<file path="config.mk">
export PLATFORM = sky130hd
export DESIGN_NAME = ima_adpcm_block_decoder_core
export DESIGN_NICKNAME = d
export VERILOG_FILES = /design/src/design/imablk_pkg.sv /design/src/design/ima_adpcm_block_decoder_core.sv /design/src/design/imablk_fifo.sv /design/src/design/imablk_front.sv /design/src/design/imablk_back.sv
export SDC_FILE = /design/constraint.sdc
export NUM_CORES = 1
export LEC_CHECK = 0
export BUFFER_PORTS_ARGS = -buffer_cell sky130_fd_sc_hd__buf_2
export CORE_MARGIN = 4
export CORE_UTILIZATION = 60
export CTS_CLUSTER_DIAMETER = 50
export DETAILED_ROUTE_END_ITERATION = 16
export PLACE_DENSITY_LB_ADDON = 0.12
export SLEW_MARGIN = 10
export SYNTH_ARGS = -nofsm -noshare
export SYNTH_HDL_FRONTEND = slang
export SYNTH_SLANG_ARGS = --single-unit
</file>
<file path="constraint.sdc">
create_clock -name clk -period 14.1 [get_ports clk]
set_input_delay 2.115 -clock clk [delete_from_list [all_inputs] [get_ports clk]]
set_output_delay 2.115 -clock clk [all_outputs]
set_load 0.005 [all_outputs]
</file>
<file path="src/design/imablk_pkg.sv">
// Package for the blocked IMA ADPCM decoder: command and result types, tables and constants.
`default_nettype none

package imablk_pkg;

  localparam int BYTES_PER_CHANNEL_BLOCK = 36;
  localparam int FRAMES_PER_BLOCK        = 64;
  localparam int HEADER_BYTES            = 4;

  localparam logic [6:0]         MAX_STEP_POS = 7'd88;
  localparam logic signed [17:0] PCM_MAX      = 18'sd32767;
  localparam logic signed [17:0] PCM_MIN      = -18'sd32768;
  localparam logic [5:0]         LAST_FRAME   = 6'(FRAMES_PER_BLOCK - 1);

  // Header byte positions within a channel header.
  localparam logic [1:0] HDR_SEED_LO = 2'd0;
  localparam logic [1:0] HDR_SEED_HI = 2'd1;
  localparam logic [1:0] HDR_STEP    = 2'd2;

  typedef enum logic [1:0] {
    OP_NONE,
    OP_SEED,
    OP_STEP,
    OP_CODE
  } op_t;

  // One classified byte, handed from the front to the back.
  typedef struct packed {
    op_t         op;
    logic        ch;
    logic [15:0] value;
    logic [5:0]  frame;
    logic        two;
    logic        err;
  } cmd_t;

  typedef struct packed {
    logic signed [15:0] pcm;
    logic               valid;
    logic               ch;
    logic [5:0]         frame;
    logic               err;
    logic               last;
  } res_t;

  function automatic logic [14:0] step_size(input logic [6:0] pos);
    logic [14:0] s;
    case (pos)
      7'd0: s = 15'd7;       7'd1: s = 15'd8;       7'd2: s = 15'd9;       7'd3: s = 15'd10;
      7'd4: s = 15'd11;      7'd5: s = 15'd12;      7'd6: s = 15'd13;      7'd7: s = 15'd14;
      7'd8: s = 15'd16;      7'd9: s = 15'd17;      7'd10: s = 15'd19;     7'd11: s = 15'd21;
      7'd12: s = 15'd23;     7'd13: s = 15'd25;     7'd14: s = 15'd28;     7'd15: s = 15'd31;
      7'd16: s = 15'd34;     7'd17: s = 15'd37;     7'd18: s = 15'd41;     7'd19: s = 15'd45;
      7'd20: s = 15'd50;     7'd21: s = 15'd55;     7'd22: s = 15'd60;     7'd23: s = 15'd66;
      7'd24: s = 15'd73;     7'd25: s = 15'd80;     7'd26: s = 15'd88;     7'd27: s = 15'd97;
      7'd28: s = 15'd107;    7'd29: s = 15'd118;    7'd30: s = 15'd130;    7'd31: s = 15'd143;
      7'd32: s = 15'd157;    7'd33: s = 15'd173;    7'd34: s = 15'd190;    7'd35: s = 15'd209;
      7'd36: s = 15'd230;    7'd37: s = 15'd253;    7'd38: s = 15'd279;    7'd39: s = 15'd307;
      7'd40: s = 15'd337;    7'd41: s = 15'd371;    7'd42: s = 15'd408;    7'd43: s = 15'd449;
      7'd44: s = 15'd494;    7'd45: s = 15'd544;    7'd46: s = 15'd598;    7'd47: s = 15'd658;
      7'd48: s = 15'd724;    7'd49: s = 15'd796;    7'd50: s = 15'd876;    7'd51: s = 15'd963;
      7'd52: s = 15'd1060;   7'd53: s = 15'd1166;   7'd54: s = 15'd1282;   7'd55: s = 15'd1411;
      7'd56: s = 15'd1552;   7'd57: s = 15'd1707;   7'd58: s = 15'd1878;   7'd59: s = 15'd2066;
      7'd60: s = 15'd2272;   7'd61: s = 15'd2499;   7'd62: s = 15'd2749;   7'd63: s = 15'd3024;
      7'd64: s = 15'd3327;   7'd65: s = 15'd3660;   7'd66: s = 15'd4026;   7'd67: s = 15'd4428;
      7'd68: s = 15'd4871;   7'd69: s = 15'd5358;   7'd70: s = 15'd5894;   7'd71: s = 15'd6484;
      7'd72: s = 15'd7132;   7'd73: s = 15'd7845;   7'd74: s = 15'd8630;   7'd75: s = 15'd9493;
      7'd76: s = 15'd10442;  7'd77: s = 15'd11487;  7'd78: s = 15'd12635;  7'd79: s = 15'd13899;
      7'd80: s = 15'd15289;  7'd81: s = 15'd16818;  7'd82: s = 15'd18500;  7'd83: s = 15'd20350;
      7'd84: s = 15'd22385;  7'd85: s = 15'd24623;  7'd86: s = 15'd27086;  7'd87: s = 15'd29794;
      default: s = 15'd32767;
    endcase
    return s;
  endfunction

  // Step index adjustment: -1 for small codes, 2/4/6/8 for the large ones.
  function automatic logic signed [4:0] step_adjust(input logic [2:0] code);
    logic signed [4:0] a;
    if (code[2]) begin
      a = $signed({2'b00, code[1:0], 1'b0}) + 5'sd2;
    end else begin
      a = -5'sd1;
    end
    return a;
  endfunction

endpackage

`default_nettype wire

</file>
<file path="src/design/ima_adpcm_block_decoder_core.sv">
// Top level of the blocked 4-bit IMA ADPCM decoder: front, command queue, back, result queue.
//
//   Channel   Ports                                           Transaction when
//   input     push, full, data_byte, stream_end               push && !full
//   result    empty, pop, pcm_sample, sample_valid,           pop && !empty
//             sample_channel, frame_in_block, length_error,
//             last_of_run
//   config    cfg_we, cfg_data (channel_count)                cfg_we
//
// The back end decodes a code byte one nibble at a time, since each nibble's
// predictor and step index update feeds the next; a block's last code byte yields one sample.
// A byte waits in the command queue and its results in the result queue before the ports.
// Reset (rst, synchronous) empties both queues, zeroes predictors and positions, and
// sets channel_count to mono. full rises when the command queue fills; the back end
// holds while the result queue is full.
`default_nettype none

module ima_adpcm_block_decoder_core #(
  parameter int CMD_DEPTH    = 4,
  parameter int RESULT_DEPTH = 4
) (
  input  wire                clk,
  input  wire                rst,
  input  wire                push,
  output logic               full,
  input  wire  [7:0]         data_byte,
  input  wire                stream_end,
  output logic               empty,
  input  wire                pop,
  output logic signed [15:0] pcm_sample,
  output logic               sample_valid,
  output logic               sample_channel,
  output logic [5:0]         frame_in_block,
  output logic               length_error,
  output logic               last_of_run,
  input  wire                cfg_we,
  input  wire  [1:0]         cfg_data
);

  imablk_pkg::cmd_t cmd_in;
  imablk_pkg::cmd_t cmd_head;
  logic             cmd_write;
  logic             cmd_full;
  logic             cmd_empty;
  logic             cmd_pop;

  imablk_pkg::res_t res_in;
  imablk_pkg::res_t res_head;
  logic             res_push;
  logic             res_full;

  imablk_front u_front (
    .clk        (clk),
    .rst        (rst),
    .push       (push),
    .data_byte  (data_byte),
    .stream_end (stream_end),
    .cfg_we     (cfg_we),
    .cfg_data   (cfg_data),
    .cmd_full   (cmd_full),
    .cmd_write  (cmd_write),
    .cmd        (cmd_in)
  );

  imablk_fifo #(
    .DEPTH  (CMD_DEPTH),
    .DATA_T (imablk_pkg::cmd_t)
  ) u_cmd_q (
    .clk     (clk),
    .rst     (rst),
    .wr_en   (cmd_write),
    .wr_data (cmd_in),
    .rd_en   (cmd_pop),
    .rd_data (cmd_head),
    .full    (cmd_full),
    .empty   (cmd_empty)
  );

  imablk_back u_back (
    .clk       (clk),
    .rst       (rst),
    .cmd       (cmd_head),
    .cmd_empty (cmd_empty),
    .cmd_pop   (cmd_pop),
    .res_full  (res_full),
    .res_push  (res_push),
    .res       (res_in)
  );

  imablk_fifo #(
    .DEPTH  (RESULT_DEPTH),
    .DATA_T (imablk_pkg::res_t)
  ) u_res_q (
    .clk     (clk),
    .rst     (rst),
    .wr_en   (res_push),
    .wr_data (res_in),
    .rd_en   (pop),
    .rd_data (res_head),
    .full    (res_full),
    .empty   (empty)
  );

  assign full           = cmd_full;
  assign pcm_sample     = res_head.pcm;
  assign sample_valid   = res_head.valid;
  assign sample_channel = res_head.ch;
  assign frame_in_block = res_head.frame;
  assign length_error   = res_head.err;
  assign last_of_run    = res_head.last;

  a_res_no_overflow: assert property (@(posedge clk) disable iff (rst)
    res_push |-> !res_full)
    else $error("result pushed into a full result queue");

  a_pop_only_when_head: assert property (@(posedge clk) disable iff (rst)
    cmd_pop |-> !cmd_empty && !res_full)
    else $error("command retired without a head or without result room");

  a_error_format: assert property (@(posedge clk) disable iff (rst)
    (!empty && length_error) |-> (!sample_valid && last_of_run && pcm_sample == 16'sd0))
    else $error("error transaction carries sample data");

  a_reset_empty: assert property (@(posedge clk)
    rst |=> (empty && !full))
    else $error("queues not empty after reset");

endmodule

`default_nettype wire

</file>
<file path="src/design/imablk_fifo.sv">
// Small first-word-fall-through queue used between the front, the back and the result port.
`default_nettype none

module imablk_fifo #(
  parameter int  DEPTH  = 4,
  parameter type DATA_T = logic
) (
  input  wire        clk,
  input  wire        rst,
  input  wire        wr_en,
  input  wire DATA_T wr_data,
  input  wire        rd_en,
  output DATA_T      rd_data,
  output logic       full,
  output logic       empty
);

  localparam int AW = (DEPTH > 1) ? $clog2(DEPTH) : 1;
  localparam int CW = $clog2(DEPTH + 1);
  localparam logic [AW-1:0] PTR_LAST = AW'(DEPTH - 1);

  DATA_T         entries [DEPTH];
  logic [AW-1:0] wr_ptr;
  logic [AW-1:0] rd_ptr;
  logic [CW-1:0] count;
  logic          do_wr;
  logic          do_rd;

  assign full    = (count == CW'(DEPTH));
  assign empty   = (count == '0);
  assign do_wr   = wr_en && !full;
  assign do_rd   = rd_en && !empty;
  assign rd_data = entries[rd_ptr];

  always_ff @(posedge clk) begin
    if (do_wr) begin
      entries[wr_ptr] <= wr_data;
    end
  end

  always_ff @(posedge clk) begin
    if (rst) begin
      wr_ptr <= '0;
      rd_ptr <= '0;
      count  <= '0;
    end else begin
      if (do_wr) begin
        wr_ptr <= (wr_ptr == PTR_LAST) ? '0 : wr_ptr + 1'b1;
      end
      if (do_rd) begin
        rd_ptr <= (rd_ptr == PTR_LAST) ? '0 : rd_ptr + 1'b1;
      end
      if (do_wr && !do_rd) begin
        count <= count + 1'b1;
      end else if (do_rd && !do_wr) begin
        count <= count - 1'b1;
      end
    end
  end

endmodule

`default_nettype wire

</file>
<file path="src/design/imablk_front.sv">
// Front end: tracks the byte position in the block and classifies each byte into a command.
`default_nettype none

module imablk_front (
  input  wire                 clk,
  input  wire                 rst,
  input  wire                 push,
  input  wire  [7:0]          data_byte,
  input  wire                 stream_end,
  input  wire                 cfg_we,
  input  wire  [1:0]          cfg_data,
  input  wire                 cmd_full,
  output logic                cmd_write,
  output imablk_pkg::cmd_t    cmd
);

  localparam logic [7:0] BLOCK_MONO   = 8'(imablk_pkg::BYTES_PER_CHANNEL_BLOCK);
  localparam logic [7:0] BLOCK_STEREO = 8'(2 * imablk_pkg::BYTES_PER_CHANNEL_BLOCK);
  localparam logic [6:0] HDR_MONO     = 7'(imablk_pkg::HEADER_BYTES);
  localparam logic [6:0] HDR_STEREO   = 7'(2 * imablk_pkg::HEADER_BYTES);

  logic [1:0] channel_count;
  logic [6:0] byte_in_block;
  logic [6:0] byte_in_block_next;
  logic [7:0] seed_low_byte;

  logic       stereo;
  logic [7:0] block_len;
  logic [6:0] hdr_len;
  logic [6:0] pos;
  logic [7:0] pos_inc;
  logic       in_header;
  logic [6:0] d;
  logic [2:0] chunk;
  logic       code_ch;
  logic [5:0] frame;

  assign stereo    = (channel_count >= 2'd2);
  assign block_len = stereo ? BLOCK_STEREO : BLOCK_MONO;
  assign hdr_len   = stereo ? HDR_STEREO : HDR_MONO;

  // A position left past the block end by a channel count change starts a new block.
  assign pos       = ({1'b0, byte_in_block} >= block_len) ? 7'd0 : byte_in_block;
  assign pos_inc   = {1'b0, pos} + 8'd1;
  assign in_header = (pos < hdr_len);
  assign d         = pos - hdr_len;
  assign chunk     = stereo ? d[5:3] : d[4:2];
  assign code_ch   = stereo ? d[2] : 1'b0;
  assign frame     = {chunk, d[1:0], 1'b1};

  assign cmd_write = push && !cmd_full;

  always_comb begin
    cmd.op    = imablk_pkg::OP_NONE;
    cmd.ch    = in_header ? pos[2] : code_ch;
    cmd.value = {8'd0, data_byte};
    cmd.frame = frame;
    cmd.two   = (frame != imablk_pkg::LAST_FRAME);
    cmd.err   = stream_end && (pos_inc != block_len);
    if (in_header) begin
      case (pos[1:0])
        imablk_pkg::HDR_SEED_HI: begin
          cmd.op    = imablk_pkg::OP_SEED;
          cmd.value = {data_byte, seed_low_byte};
        end
        imablk_pkg::HDR_STEP: begin
          cmd.op    = imablk_pkg::OP_STEP;
          cmd.value = ({1'b0, data_byte} > {2'b0, imablk_pkg::MAX_STEP_POS}) ?
                      {9'd0, imablk_pkg::MAX_STEP_POS} : {8'd0, data_byte};
        end
        default: begin
          cmd.op = imablk_pkg::OP_NONE;
        end
      endcase
    end else begin
      cmd.op = imablk_pkg::OP_CODE;
    end
  end

  always_comb begin
    byte_in_block_next = pos_inc[6:0];
    if (stream_end || (pos_inc >= block_len)) begin
      byte_in_block_next = 7'd0;
    end
  end

  always_ff @(posedge clk) begin
    if (rst) begin
      channel_count <= 2'd1;
      byte_in_block <= '0;
      seed_low_byte <= '0;
    end else begin
      if (cfg_we) begin
        channel_count <= cfg_data;
      end
      if (cmd_write) begin
        byte_in_block <= byte_in_block_next;
        if (in_header && (pos[1:0] == imablk_pkg::HDR_SEED_LO)) begin
          seed_low_byte <= data_byte;
        end
      end
    end
  end

endmodule

`default_nettype wire

</file>
<file path="src/design/imablk_back.sv">
// Back end: per-channel predictor and step index; one code per cycle unless stalled.
`default_nettype none

module imablk_back (
  input  wire                   clk,
  input  wire                   rst,
  input  wire imablk_pkg::cmd_t cmd,
  input  wire                   cmd_empty,
  output logic                  cmd_pop,
  input  wire                   res_full,
  output logic                  res_push,
  output imablk_pkg::res_t      res
);

  logic signed [15:0] pred [2];
  logic [6:0]         step_pos [2];
  logic               half;

  logic               go;
  logic               last;
  logic [3:0]         code;
  logic [6:0]         pos_c;
  logic [14:0]        step;
  logic [16:0]        delta;
  logic signed [17:0] sum;
  logic signed [15:0] sample;
  logic signed [8:0]  np;
  logic [6:0]         np_c;
  logic signed [15:0] cur_pred;
  logic [6:0]         cur_pos;

  // The back waits for room in the result queue before it touches any state.
  assign go       = !cmd_empty && !res_full;
  assign last     = (cmd.op != imablk_pkg::OP_CODE) || !cmd.two || half;
  assign cmd_pop  = go && last;
  assign cur_pred = pred[cmd.ch];
  assign cur_pos  = step_pos[cmd.ch];
  assign code     = half ? cmd.value[7:4] : cmd.value[3:0];

  always_comb begin
    pos_c = (cur_pos > imablk_pkg::MAX_STEP_POS) ? imablk_pkg::MAX_STEP_POS : cur_pos;
    step  = imablk_pkg::step_size(pos_c);
    delta = {5'd0, step[14:3]};
    if (code[2]) delta = delta + {2'd0, step};
    if (code[1]) delta = delta + {3'd0, step[14:1]};
    if (code[0]) delta = delta + {4'd0, step[14:2]};
    if (code[3]) begin
      sum = $signed({{2{cur_pred[15]}}, cur_pred}) - $signed({1'b0, delta});
    end else begin
      sum = $signed({{2{cur_pred[15]}}, cur_pred}) + $signed({1'b0, delta});
    end
    if (sum > imablk_pkg::PCM_MAX) begin
      sample = 16'sh7FFF;
    end else if (sum < imablk_pkg::PCM_MIN) begin
      sample = -16'sh8000;
    end else begin
      sample = sum[15:0];
    end
    np = $signed({2'b00, pos_c}) + 9'(imablk_pkg::step_adjust(code[2:0]));
    if (np < 9'sd0) begin
      np_c = 7'd0;
    end else if (np > $signed({2'b00, imablk_pkg::MAX_STEP_POS})) begin
      np_c = imablk_pkg::MAX_STEP_POS;
    end else begin
      np_c = np[6:0];
    end
  end

  always_comb begin
    res.pcm   = sample;
    res.valid = 1'b1;
    res.ch    = cmd.ch;
    res.frame = cmd.frame + {5'd0, half};
    res.err   = 1'b0;
    res.last  = last;
    res_push  = 1'b0;
    case (cmd.op)
      imablk_pkg::OP_SEED: begin
        res.pcm   = $signed(cmd.value);
        res.frame = 6'd0;
        res_push  = go;
      end
      imablk_pkg::OP_CODE: begin
        res_push = go;
      end
      default: begin
        res_push = 1'b0;
      end
    endcase
    // A short stream replaces all of the byte's samples with one error transaction.
    if (cmd.err) begin
      res.pcm   = '0;
      res.valid = 1'b0;
      res.ch    = 1'b0;
      res.frame = '0;
      res.err   = 1'b1;
      res.last  = 1'b1;
      res_push  = go && last;
    end
  end

  always_ff @(posedge clk) begin
    if (rst) begin
      pred[0]     <= '0;
      pred[1]     <= '0;
      step_pos[0] <= '0;
      step_pos[1] <= '0;
      half        <= 1'b0;
    end else if (go) begin
      case (cmd.op)
        imablk_pkg::OP_SEED: begin
          pred[cmd.ch] <= $signed(cmd.value);
        end
        imablk_pkg::OP_STEP: begin
          step_pos[cmd.ch] <= cmd.value[6:0];
        end
        imablk_pkg::OP_CODE: begin
          pred[cmd.ch]     <= sample;
          step_pos[cmd.ch] <= np_c;
          half             <= !last;
        end
        default: begin
          half <= 1'b0;
        end
      endcase
    end
  end

endmodule

`default_nettype wire
</file>
==> impl_metrics.tcl <==
set metrics [dict create \
    cpMaxStageDelayCell "mux4_4" \
    die_w_um 187 \
    fin_tns_setup_ns 0 \
    post_dp_cell_area_um2 19900 \
    numCtsBuffers 26 \
    netlist_top_cells_count "edfxtp_1 (254), nand2_1 (188), nor2_1 (152)" \
    reg2reg_depth 44 \
    yosys_warnings 0 \
    clock_latency_ns 0.53 \
    syn-num-nets 2020 \
    gp_congestion 0.964 \
    synth_area_um2 19300 \
    grt_max_degree 50 \
    synth_most_common_cell "edfxtp_1" \
    overflow 0 \
    slew_viol_final 0 \
    post-route-period-util_pct 91.9 \
    hold_class "reg2reg" \
    synth-seq-cells 289 \
    placedCellCount 2271 \
    yosysUniqueCellTypes 86 \
    synth_edf_count 254 \
    endpoint_kind "register" \
    drt_iter0_drc 1602 \
    fin_skew_ns 0.0175 \
    r2r_setup_slack_ns 1.14 \
    pin_count 44 \
    synth-seq-area-share_pct 43.1 \
    finalSetupViolCount 0 \
    die_h_um 187 \
    nFillCells 2471 \
    cts_root_buf "clkbuf_16" \
    hold_viol 0 \
    nNetsFinal 2028 \
    wl_mm 50.8 \
    row_count 65 \
    port-buffer-count 42 \
    yosysTopAreaCell "edfxtp_1" \
    async_flop_share_pct 0 \
    synth_top_area_share_pct 39.5 \
    hpwlAfterDp_mm 35.3 \
    clk_pin_slew_worst_paths_ns 0.07 \
    status "finished, final reports clean" \
    cts_num_sinks 289 \
    fmax_mhz 77.2 \
    antennaDiodeCount 0 \
    cp_max_fo 49 \
    required_ns 14.34 \
    rsz0062_at_grt "false" \
    max_slew_margin_pct 35.5 \
    synth_top_cells_by_area "edfxtp_1 (39%), ha_1 (7.0%), mux4_2 (5.8%), nand2_1 (3.7%), dfxtp_1 (3.6%)" \
    detail-route-antenna-nets 0 \
    cts_tree "done" \
    cts_buffer_depth 3 \
    tightestPinTransition_ns 0.967 \
    drive_gt1_share_pct 12.4 \
    ys.flop_type "edfxtp_1" \
    grt_usage_pct 28.3 \
    core-area_um2 31600 \
    grt_pass1_vias 14673 \
    grt_pass1_wl_mm 81.2 \
    post_cts_buffers 0 \
    avgViaCountPerCell 6.64 \
    dr_total_vias 15404 \
    crit_cells 44 \
    die_area_um2 35200 \
    syn_avg_cell_area_um2 10.2 \
    crit_end "u_res_q.entries[2][11]$_DFFE_PP_" \
    cpPeakStageDelay_ns 0.96 \
    crit_arrival_ns 13.20 \
    start_util_pct 61.1 \
    post-route-min-period_ns 12.96 \
    syn_to_final_growth_pct 7.61 \
    wire_per_inst_um 21.9 \
    postSynthCellCount 1889 \
    crit_path_start_kind "register" \
    stdcell_count 2319 \
    cp_top_family "compound AO/OA/AOI/OAI gates" \
    rr_endpoint "u_res_q.entries[2][11]$_DFFE_PP_" \
    design_area_um2 20800 \
    drtPass1Iterations 5 \
    h-tree-depth 1 \
    r2r-start "u_cmd_q.entries[2][23]$_DFFE_PP_" \
    final_util_pct 65.8 \
    cp-startpoint "u_cmd_q.entries[2][23]$_DFFE_PP_" \
    maxCapViolCount 0 \
    path_buf_inv 2 \
    drc_errors 0 \
    critPathKind "reg2reg" \
    antenna_found_initial 0 \
]
-- how the worst min path moves through the flow --
stage	slack, ns	cells after the start	from	endpoint
floorplan	0.45	2	u_cmd_q.rd_ptr[1]$_SDFFE_PP0P_	register
global placement	0.47	2	u_cmd_q.rd_ptr[1]$_SDFFE_PP0P_	u_cmd_q.rd_ptr[1]$_SDFFE_PP0P_
detailed placement	0.48	2	u_front.seed_low_byte[5]$_SDFFE_PP0P_	u_front.seed_low_byte[5]$_SDFFE_PP0P_
CTS	0.49	2	u_cmd_q.rd_ptr[1]$_SDFFE_PP0P_	register
global route	0.52	2	u_cmd_q.rd_ptr[1]$_SDFFE_PP0P_	register
finish	0.50	2	u_cmd_q.wr_ptr[1]$_SDFFE_PP0P_	u_cmd_q.wr_ptr[1]$_SDFFE_PP0P_
-- logic make-up after synthesis --
kind of cell | count (synthesis) | synth area share, %
fa+ha+maj | 115 | 7.72
compound gates | 519 | 18.0
mux | 115 | 9.35
simple gates | 584 | 14.4
flops | 289 | 43.1
buf+inv | 189 | 3.94
xor+xnor | 78 | 3.53
-- worst min-delay path: stages, from the launching register on --
cell and delay, ns:
dfxtp_1 0.33, nand2_1 0.06, a21oi_1 0.05
-- per-layer routing --
layer | vias up | routed length, µm | global-route usage (%) | share of wire [%]
met2 | 694 | 23400 | 44.8 | 46
met3 | 97 | 4150 | 3.05 | 8.2
met5 | - | 0 | 0 | 0
met1 | 7458 | 22200 | 42.9 | 44
met4 | 0 | 1140 | 5.59 | 2.2
li1 | 7155 | - | - | -
-- sequential cells by signal (all words and copies together), names as in the netlist, named ones only --
name and cells:
u_front.channel_count 1, u_res_q.rd_ptr 2, u_front.seed_low_byte 8, u_cmd_q.wr_ptr 2, u_front.byte_in_block 7, u_back.step_pos 14, u_res_q.count 3, u_cmd_q.count 3
u_back.pred 32, u_res_q.entries 104, u_cmd_q.rd_ptr 2, u_cmd_q.entries 104, u_res_q.wr_ptr 2, u_back.half 1
-- final cells by class --
| type | count | area [µm²] | area share, % |
|---|---|---|---|
| tap | 402 | 503 | 2.42 |
| multi-input combinational | 1411 | 10200 | 49.3 |
| clock inverter | 18 | 198 | 0.950 |
| timing repair buffer | 82 | 510 | 2.45 |
| clock buffer | 30 | 687 | 3.30 |
| inverter | 87 | 327 | 1.57 |
| sequential | 289 | 8330 | 40.0 |
-- stage by stage --
stage / hold slack (ns) / setup slack (ns)
after floorplan: 0.454 / 2.82
after global placement: 0.467 / 1.55
after detailed placement: 0.482 / 1.29
after CTS: 0.491 / 1.27
after global routing: 0.522 / 0.0963
final: 0.496 / 1.14
-- repair_timing --
item / CTS / global route
setup endpoints to repair: 0 / 4
hold buffers: 0 / 0
resized for setup: 0 / 1
-- layout by cell type, fill, tap and decap left out, types with 22 or more instances in the layout --
cell	count
a21o_1	26
a21oi_1	139
a31oi_1	31
and2_1	27
buf_2	42
buf_4	40
clkbuf_16	27
dfxtp_1	33
edfxtp_1	254
ha_1	108
inv_1	84
mux2i_1	46
mux4_2	49
nand2_1	188
nand2b_1	22
nand3_1	38
nor2_1	152
nor3_1	34
o21ai_0	99
or2_2	26
xnor2_1	46
xor2_1	32
Power is not shown: default switching activity piles up to over one toggle a cycle in this logic, so the estimate is an artifact.
